--- src/rtl/pfrc_pkg.sv ---
// shared types and constants for the page frame reference count table
`default_nettype none

package pfrc_pkg;

    localparam int ADDR_W       = 32;
    localparam int CNT_W        = 8;
    localparam int STATUS_W     = 3;
    localparam int FRAME_SHIFT  = 12;
    localparam int FRAME_NUM_W  = ADDR_W - FRAME_SHIFT;
    localparam int CFG_IDX_W    = 1;

    localparam logic [ADDR_W-1:0] PAGE_MASK     = 32'hFFFF_F000;
    localparam logic [ADDR_W-1:0] LOW_MEM_RESET = 32'h0010_0000;
    localparam logic [CNT_W-1:0]  CNT_MAX       = 8'hFF;

    typedef enum logic [1:0] {
        OP_FREE   = 2'd0,
        OP_SHARE  = 2'd1,
        OP_WFAULT = 2'd2,
        OP_INIT   = 2'd3
    } op_t;

    typedef enum logic [STATUS_W-1:0] {
        ST_OK       = 3'd0,
        ST_BELOW    = 3'd1,
        ST_ABOVE    = 3'd2,
        ST_UNALLOC  = 3'd3,
        ST_OVERFLOW = 3'd4
    } status_t;

    localparam logic [CFG_IDX_W-1:0] CFG_LOW_MEM  = 1'b0;
    localparam logic [CFG_IDX_W-1:0] CFG_HIGH_MEM = 1'b1;

    // controller to datapath
    typedef struct packed {
        logic capture;
        logic check;
        logic update;
        logic sweep;
        logic sweep_init;
        logic init_done;
    } pfrc_cmd_t;

    // datapath to controller
    typedef struct packed {
        logic is_init;
        logic sweep_last;
    } pfrc_stat_t;

endpackage

`default_nettype wire

--- src/rtl/pfrc_ctrl.sv ---
// command sequencer for the page frame reference count table
`default_nettype none

module pfrc_ctrl (
    input  wire logic                clk,
    input  wire logic                rst_n,
    input  wire logic                start,
    output logic                     busy,
    input  wire pfrc_pkg::pfrc_stat_t stat,
    output pfrc_pkg::pfrc_cmd_t      cmd
);
    import pfrc_pkg::*;

    typedef enum logic [5:0] {
        S_CLEAR  = 6'b000001,
        S_IDLE   = 6'b000010,
        S_CHECK  = 6'b000100,
        S_UPDATE = 6'b001000,
        S_SWEEP  = 6'b010000,
        S_DONE   = 6'b100000
    } state_t;

    state_t state_reg;
    state_t state_next;
    logic   take;

    // a new command may land while the previous result is being written back
    assign busy = !((state_reg == S_IDLE) || (state_reg == S_UPDATE) ||
                    (state_reg == S_DONE));
    assign take = start && !busy;

    always_comb
    begin
        state_next     = state_reg;
        cmd            = '0;
        cmd.capture    = take;
        case (state_reg)
            S_CLEAR:
            begin
                cmd.sweep = 1'b1;
                if (stat.sweep_last)
                begin
                    state_next = S_IDLE;
                end
            end
            S_IDLE:
            begin
                if (take)
                begin
                    state_next = S_CHECK;
                end
            end
            S_CHECK:
            begin
                cmd.check = 1'b1;
                state_next = stat.is_init ? S_SWEEP : S_UPDATE;
            end
            S_UPDATE:
            begin
                cmd.update = 1'b1;
                state_next = take ? S_CHECK : S_IDLE;
            end
            S_SWEEP:
            begin
                cmd.sweep      = 1'b1;
                cmd.sweep_init = 1'b1;
                if (stat.sweep_last)
                begin
                    state_next = S_DONE;
                end
            end
            S_DONE:
            begin
                cmd.init_done = 1'b1;
                state_next = take ? S_CHECK : S_IDLE;
            end
            default:
            begin
                state_next = S_IDLE;
            end
        endcase
    end

    always_ff @(posedge clk or negedge rst_n)
    begin
        if (!rst_n)
        begin
            state_reg <= S_CLEAR;
        end
        else
        begin
            state_reg <= state_next;
        end
    end

endmodule

`default_nettype wire

--- config.mk ---
export PLATFORM = sky130hd
export DESIGN_NAME = pfrc_ctrl
export DESIGN_NICKNAME = d
export VERILOG_FILES = /design/src/rtl/pfrc_pkg.sv /design/src/rtl/pfrc_ctrl.sv
export SDC_FILE = /design/constraint.sdc
export NUM_CORES = 1
export LEC_CHECK = 0
export BUFFER_PORTS_ARGS = -buffer_cell sky130_fd_sc_hd__buf_4
export CORE_AREA = 5 5 42 44
export DETAILED_ROUTE_END_ITERATION = 10
export DIE_AREA = 0 0 47 49
export GPL_TIMING_DRIVEN = 1
export PLACE_DENSITY = 0.43
export SYNTH_ARGS = -nofsm -noshare
export SYNTH_HDL_FRONTEND = slang
export SYNTH_SLANG_ARGS = --single-unit
--- constraint.sdc ---
create_clock -name clk -period 2.2 [get_ports clk]
set_clock_uncertainty 0.05 [all_clocks]
set_input_delay 0.22 -clock clk [delete_from_list [all_inputs] [get_ports clk]]
set_output_delay 0.22 -clock clk [all_outputs]
set_load 0.05 [all_outputs]
==> flow_summary.yaml, run 1 <==
clock_tree:
  clk_pin_slew_ns: 0.05
  cts.sinks: 6
  htree_levels: 1
  cts_root_buf: "clkbuf_4"
  clock_path_buffers: 2
  cts_buffers: 3
  clkLatencyLatePin_ns: 0.24
  post_cts_buffers: 0
  cts_resized: 0
  cts_hold_buffers: 1
  cts_tree: "done"
synth:
  synth_warnings: 0
  syn_nets: 38
  yosysSeqAreaShare_pct: 45.1
  ys_ff_latch: 6
  avgSynthCellArea_um2: 10.2
  synth_top_cell_by_area: "dfrtp_1"
  synth_cells: 33
  yosysTopAreaCellShare_pct: 37.3
  synth.distinct_cells: 21
  yosys-top-cells-area: "dfrtp_1, dfstp_2, nor2_1, nor3b_4, nor3b_1"
  syn_area_um2: 335
global_routing:
  top_usage_layer: "met2"
  grt_util_met2_pct: 12.0
  grt_pass1_vias: 342
  grt_usage_pct: 8.07
  grt_pass1_wl_um: 1370
  antenna_found_initial: 0
  grt_max_degree: 7
  gr-usage-met1_pct: 9.84
  use_met3_pct: 2.95
  grt-ovfl-total: 0
detailed_routing:
  dr.first_iter.drc_count: 2
  drc: 0
  postRouteAntennaNets: 0
  wl_per_cell_um: 11.6
  via_per_inst: 4.66
  first_pass_iters: 4
  via_count: 298
  wl_um: 741
layout:
  final_area_um2: 472
  mostFrequentLayoutCell: "buf_4"
  fill_cells: 170
  fin_nets: 54
  mostFrequentLayoutCells: "buf_4, nor2_1, dfrtp_1, clkbuf_4"
  antennaDiodeCount: 0
  area_growth_pct: 40.7
  drive_above_1_share_pct: 37.5
  utilization_pct: 33.7
  largest_reg_flops: 6
die:
  die_w_um: 47
  die_h_um: 49
  die_area_um2: 2300
  core_um2: 1400
  rows: 14
  initial_utilization_pct: 23.9
  ios: 12
setup_path:
  timing.rr.start: "state_reg[1]$_DFFE_PN0P_"
  criticalPathCategory: "flip-flop to output port"
  arrival_ns: 1.73
  crit_path_end_kind: "output port"
  path_max_fanout: 5
  crit_start: "state_reg[1]$_DFFE_PN0P_"
  cp.required_ns: 1.93
  critPathLaunchType: "flip-flop"
timing:
  fin_setup_tns_ns: 0
  report.final.hold_viol_count: 0
  post-route-min-period_ns: 2.00
  finalSetupViolations: 0
  fin_crit_sh_pct: 90.7
  slew_headroom_pct: 73.5
  rsz0062_at_grt: "no"
  slew_viol_final: 0
  worstMarginPinSlew_ns: 0.396
  whs_ns: 0.0758
  fmax_mhz: 501
hold_path:
  hold_start: "stat[0]"
  hold_path.class: "primary input to flip-flop"
outcome:
  status: "finished clean"
power:
  leakagePower_nw: 0.223
  powerDensity_nw_per_um2: 1310
  peakVddDrop_mv: 0.653
run:
  maxCapViolations: 0
placement:
  gp_congestion: 0.699
  io_buffer_count: 11
  placed_area_um2: 435
-- where the power goes --
part	total [W]	switching, W	internal [W]
combinational	0.000340	0.000210	0.000131
sequential	0.000171	0.0000357	0.000135
clock	0.000106	0.0000375	0.0000686
total	0.000617	0.000283	0.000335
-- path summary, 6_finish.rpt --
check | to | slack, ns | depth (start not counted)
max reg2reg | state_reg[1]$_DFFE_PN0P_ | 0.57 | 4
max in group asynchronous | state_reg[0]$_DFFE_PN1P_ | 1.63 | 2
max | cmd[4] | 0.20 | 3
min | state_reg[0]$_DFFE_PN1P_ | 0.08 | 2
min reg2reg | state_reg[0]$_DFFE_PN1P_ | 0.46 | 1
min in group asynchronous | state_reg[2]$_DFFE_PN0P_ | 0.27 | 2
-- worst max-delay path: stages (launching register included) --
cell and delay [ns]:
dfrtp_1 0.42, or4_4 0.56, nor3b_4 0.27, buf_4 0.24
-- Yosys cell counts, drive strengths merged --
cell     n
a22o     1
a2bb2oi  1
and2     1
and3     1
and4b    1
buf      1
dfrtp    5
dfstp    1
inv      2
nand2b   1
nor2     6
nor2b    1
nor3     2
nor3b    3
nor4b    1
o211ai   1
o21ai    1
or4      1
xnor2    1
xor2     1
-- metal layers --
| metal | wire length (um) | up-vias |
|---|---|---|
| met2 | 348 | 11 |
| met3 | 73 | 0 |
| li1 | - | 147 |
| met1 | 318 | 140 |
| met5 | 0 | - |
| met4 | 0 | 0 |
-- cells by family after synthesis --
logic type | count (synthesis) | synth area share (%)
AND/OR/NAND/NOR | 18 | 36.2
flip-flops | 6 | 45.2
AO/OA/AOI/OAI | 4 | 8.96
buffers and inverters | 3 | 4.48
XOR/XNOR | 2 | 5.22
-- final cells by class --
cell class,instances,area [um^2],area share [%]
tap,16,20.0,4.24
inverter,2,7.51,1.59
sequential,6,151,32.1
timing repair buffer,12,92.6,19.6
clock buffer,4,26.3,5.57
multi-input combinational,24,174,36.9
-- metrics by stage --
stage                     instances  total power [W]  worst slack (ns)
after global routing             64         0.000664             0.149
after CTS                        64         0.000630             0.185
after detailed placement         59         0.000515             0.454
final                            64         0.000617             0.204
after global placement           59         0.000515             0.478
after floorplan                  33         0.000438             0.132
Note: power is estimated with default switching activity, not from simulation.
==> run 2: changes to the inputs <==
Settings changed: CTS_BUF_LIST set to sky130_fd_sc_hd__clkbuf_8.
==> run 2 against run 1 <==
Total power is 9.6% higher. Core utilization up 1.3 points. Final cell count stayed put. Register-to-register slack barely moved. Non-clock buffer count stayed put. Critical path type unchanged.
==> flow_summary.yaml, run 2 (synthesis gave the netlist of run 1 again) <==
clock_tree:
  cts_tree: "done"
  post_cts_buffers: 0
  htree_levels: 1
  cts_resized: 0
  cts_root_buf: "clkbuf_8"
  cts_hold_buffers: 1
  clk_pin_slew_ns: 0.04
  clkLatencyLatePin_ns: 0.22
  cts_buffers: 3
  clock_path_buffers: 2
  cts.sinks: 6
setup_path:
  crit_start: "state_reg[1]$_DFFE_PN0P_"
  r2r-end: "state_reg[1]$_DFFE_PN0P_"
  path_max_fanout: 5
  r2r_setup_slack_ns: 0.56
  timing.rr.start: "state_reg[1]$_DFFE_PN0P_"
  critPathLaunchType: "flip-flop"
  crit_path_end_kind: "output port"
  critPathSlowestCell: "or4_4"
  criticalPathCategory: "flip-flop to output port"
  max_stage_delay_ns: 0.56
  arrival_ns: 1.71
  cp.required_ns: 1.93
  ff2ff_path_depth: 4
  crit_chain: "or4_4, nor3b_4, buf_4"
timing:
  finalSetupViolations: 0
  slew_headroom_pct: 73.2
  fin_setup_tns_ns: 0
  fin_ws_ns: 0.221
  worstMarginPinSlew_ns: 0.400
  fin_crit_sh_pct: 89.9
  rsz0062_at_grt: "no"
  post-route-min-period_ns: 1.98
  fmax_mhz: 505
  report.final.hold_viol_count: 0
  slew_viol_final: 0
placement:
  io_buffer_count: 11
  gp_congestion: 0.699
  dp_slack_ns: 0.454
global_routing:
  grt_pass1_wl_um: 1420
  antenna_found_initial: 0
  grt_pass1_vias: 346
  grt-ovfl-total: 0
  grt_max_degree: 7
  grt_usage_pct: 8.64
detailed_routing:
  dr.first_iter.drc_count: 1
  wl_um: 753
  drc: 0
  wl_per_cell_um: 11.8
  first_pass_iters: 4
  via_per_inst: 4.72
  postRouteAntennaNets: 0
  via_count: 302
layout:
  antennaDiodeCount: 0
  largest_reg_flops: 6
  mostFrequentLayoutCells: "buf_4, nor2_1, dfrtp_1, inv_1, clkbuf_8"
  fill_cells: 166
  fin_nets: 54
  area_growth_pct: 46.3
  drive_above_1_share_pct: 37.5
  mostFrequentLayoutCell: "buf_4"
die:
  die_area_um2: 2300
  ios: 12
  initial_utilization_pct: 23.9
  die_h_um: 49
  die_w_um: 47
  rows: 14
  core_um2: 1400
hold_path:
  hold_start: "stat[0]"
  min_delay_worst_endpoint: "state_reg[0]$_DFFE_PN1P_"
  whs_path_depth: 2
  hold_path.class: "primary input to flip-flop"
power:
  peakVddDrop_mv: 0.830
  powerDensity_nw_per_um2: 1380
  leakagePower_nw: 0.234
outcome:
  status: "finished clean"
run:
  maxCapViolations: 0
-- run 2: per-stage QoR --
| stage | total power [W] | utilization (%) | std cells | hold slack (ns) | instance area [um^2] |
|---|---|---|---|---|---|
| 5_1_grt | 0.000725 | 35.0 | 64 | 0.0983 | 490 |
| 4_1_cts | 0.000687 | 35.0 | 64 | 0.0918 | 490 |
| 2_1_floorplan | 0.000438 | - | 33 | -0.126 | 340 |
| 6_report | 0.000677 | 35.0 | 64 | 0.0930 | 490 |
| 3_5_place_dp | 0.000515 | 31.1 | 59 | -0.0202 | 435 |
| 3_3_place_gp | 0.000515 | 31.1 | 59 | -0.0208 | 435 |
-- run 2: layer usage --
metal	track usage, %	up-vias	wire length [um]
li1	-	146	-
met1	10.1	139	325
met2	12.2	15	351
met3	4.06	2	69
met4	5.53	0	6
met5	0	-	0
-- run 2: cell type report --
cell class | instances | area, um^2 | share of cell area [%]
multi-input combinational | 24 | 174 | 35.5
sequential | 6 | 151 | 30.9
timing repair buffer | 12 | 92.6 | 18.9
clock buffer | 3 | 41.3 | 8.42
tap | 16 | 20.0 | 4.08
inverter | 2 | 7.51 | 1.53
clock inverter | 1 | 3.75 | 0.765
-- run 2: worst max path at each step --
stage | cells after the start | slack [ns] | endpoint
6_report | 3 | 0.22 | cmd[4]
2_1_floorplan | 4 | 0.13 | cmd[5]
3_3_place_gp | 3 | 0.48 | cmd[4]
4_1_cts | 3 | 0.22 | cmd[4]
3_5_place_dp | 3 | 0.45 | cmd[4]
5_1_grt | 3 | 0.18 | cmd[4]
-- run 2: power by group --
part           switching [W]  internal [W]  leakage [nW]
combinational       0.000211      0.000131         0.132
clock              0.0000442      0.000120        0.0269
sequential         0.0000358      0.000135        0.0759
-- run 2: critical path: cells and delay by family (launching register included) --
family | cells | cell delay [ns]
flip-flops | 1 | 0.41
AND/OR/NAND/NOR | 2 | 0.83
buffers and inverters | 1 | 0.24
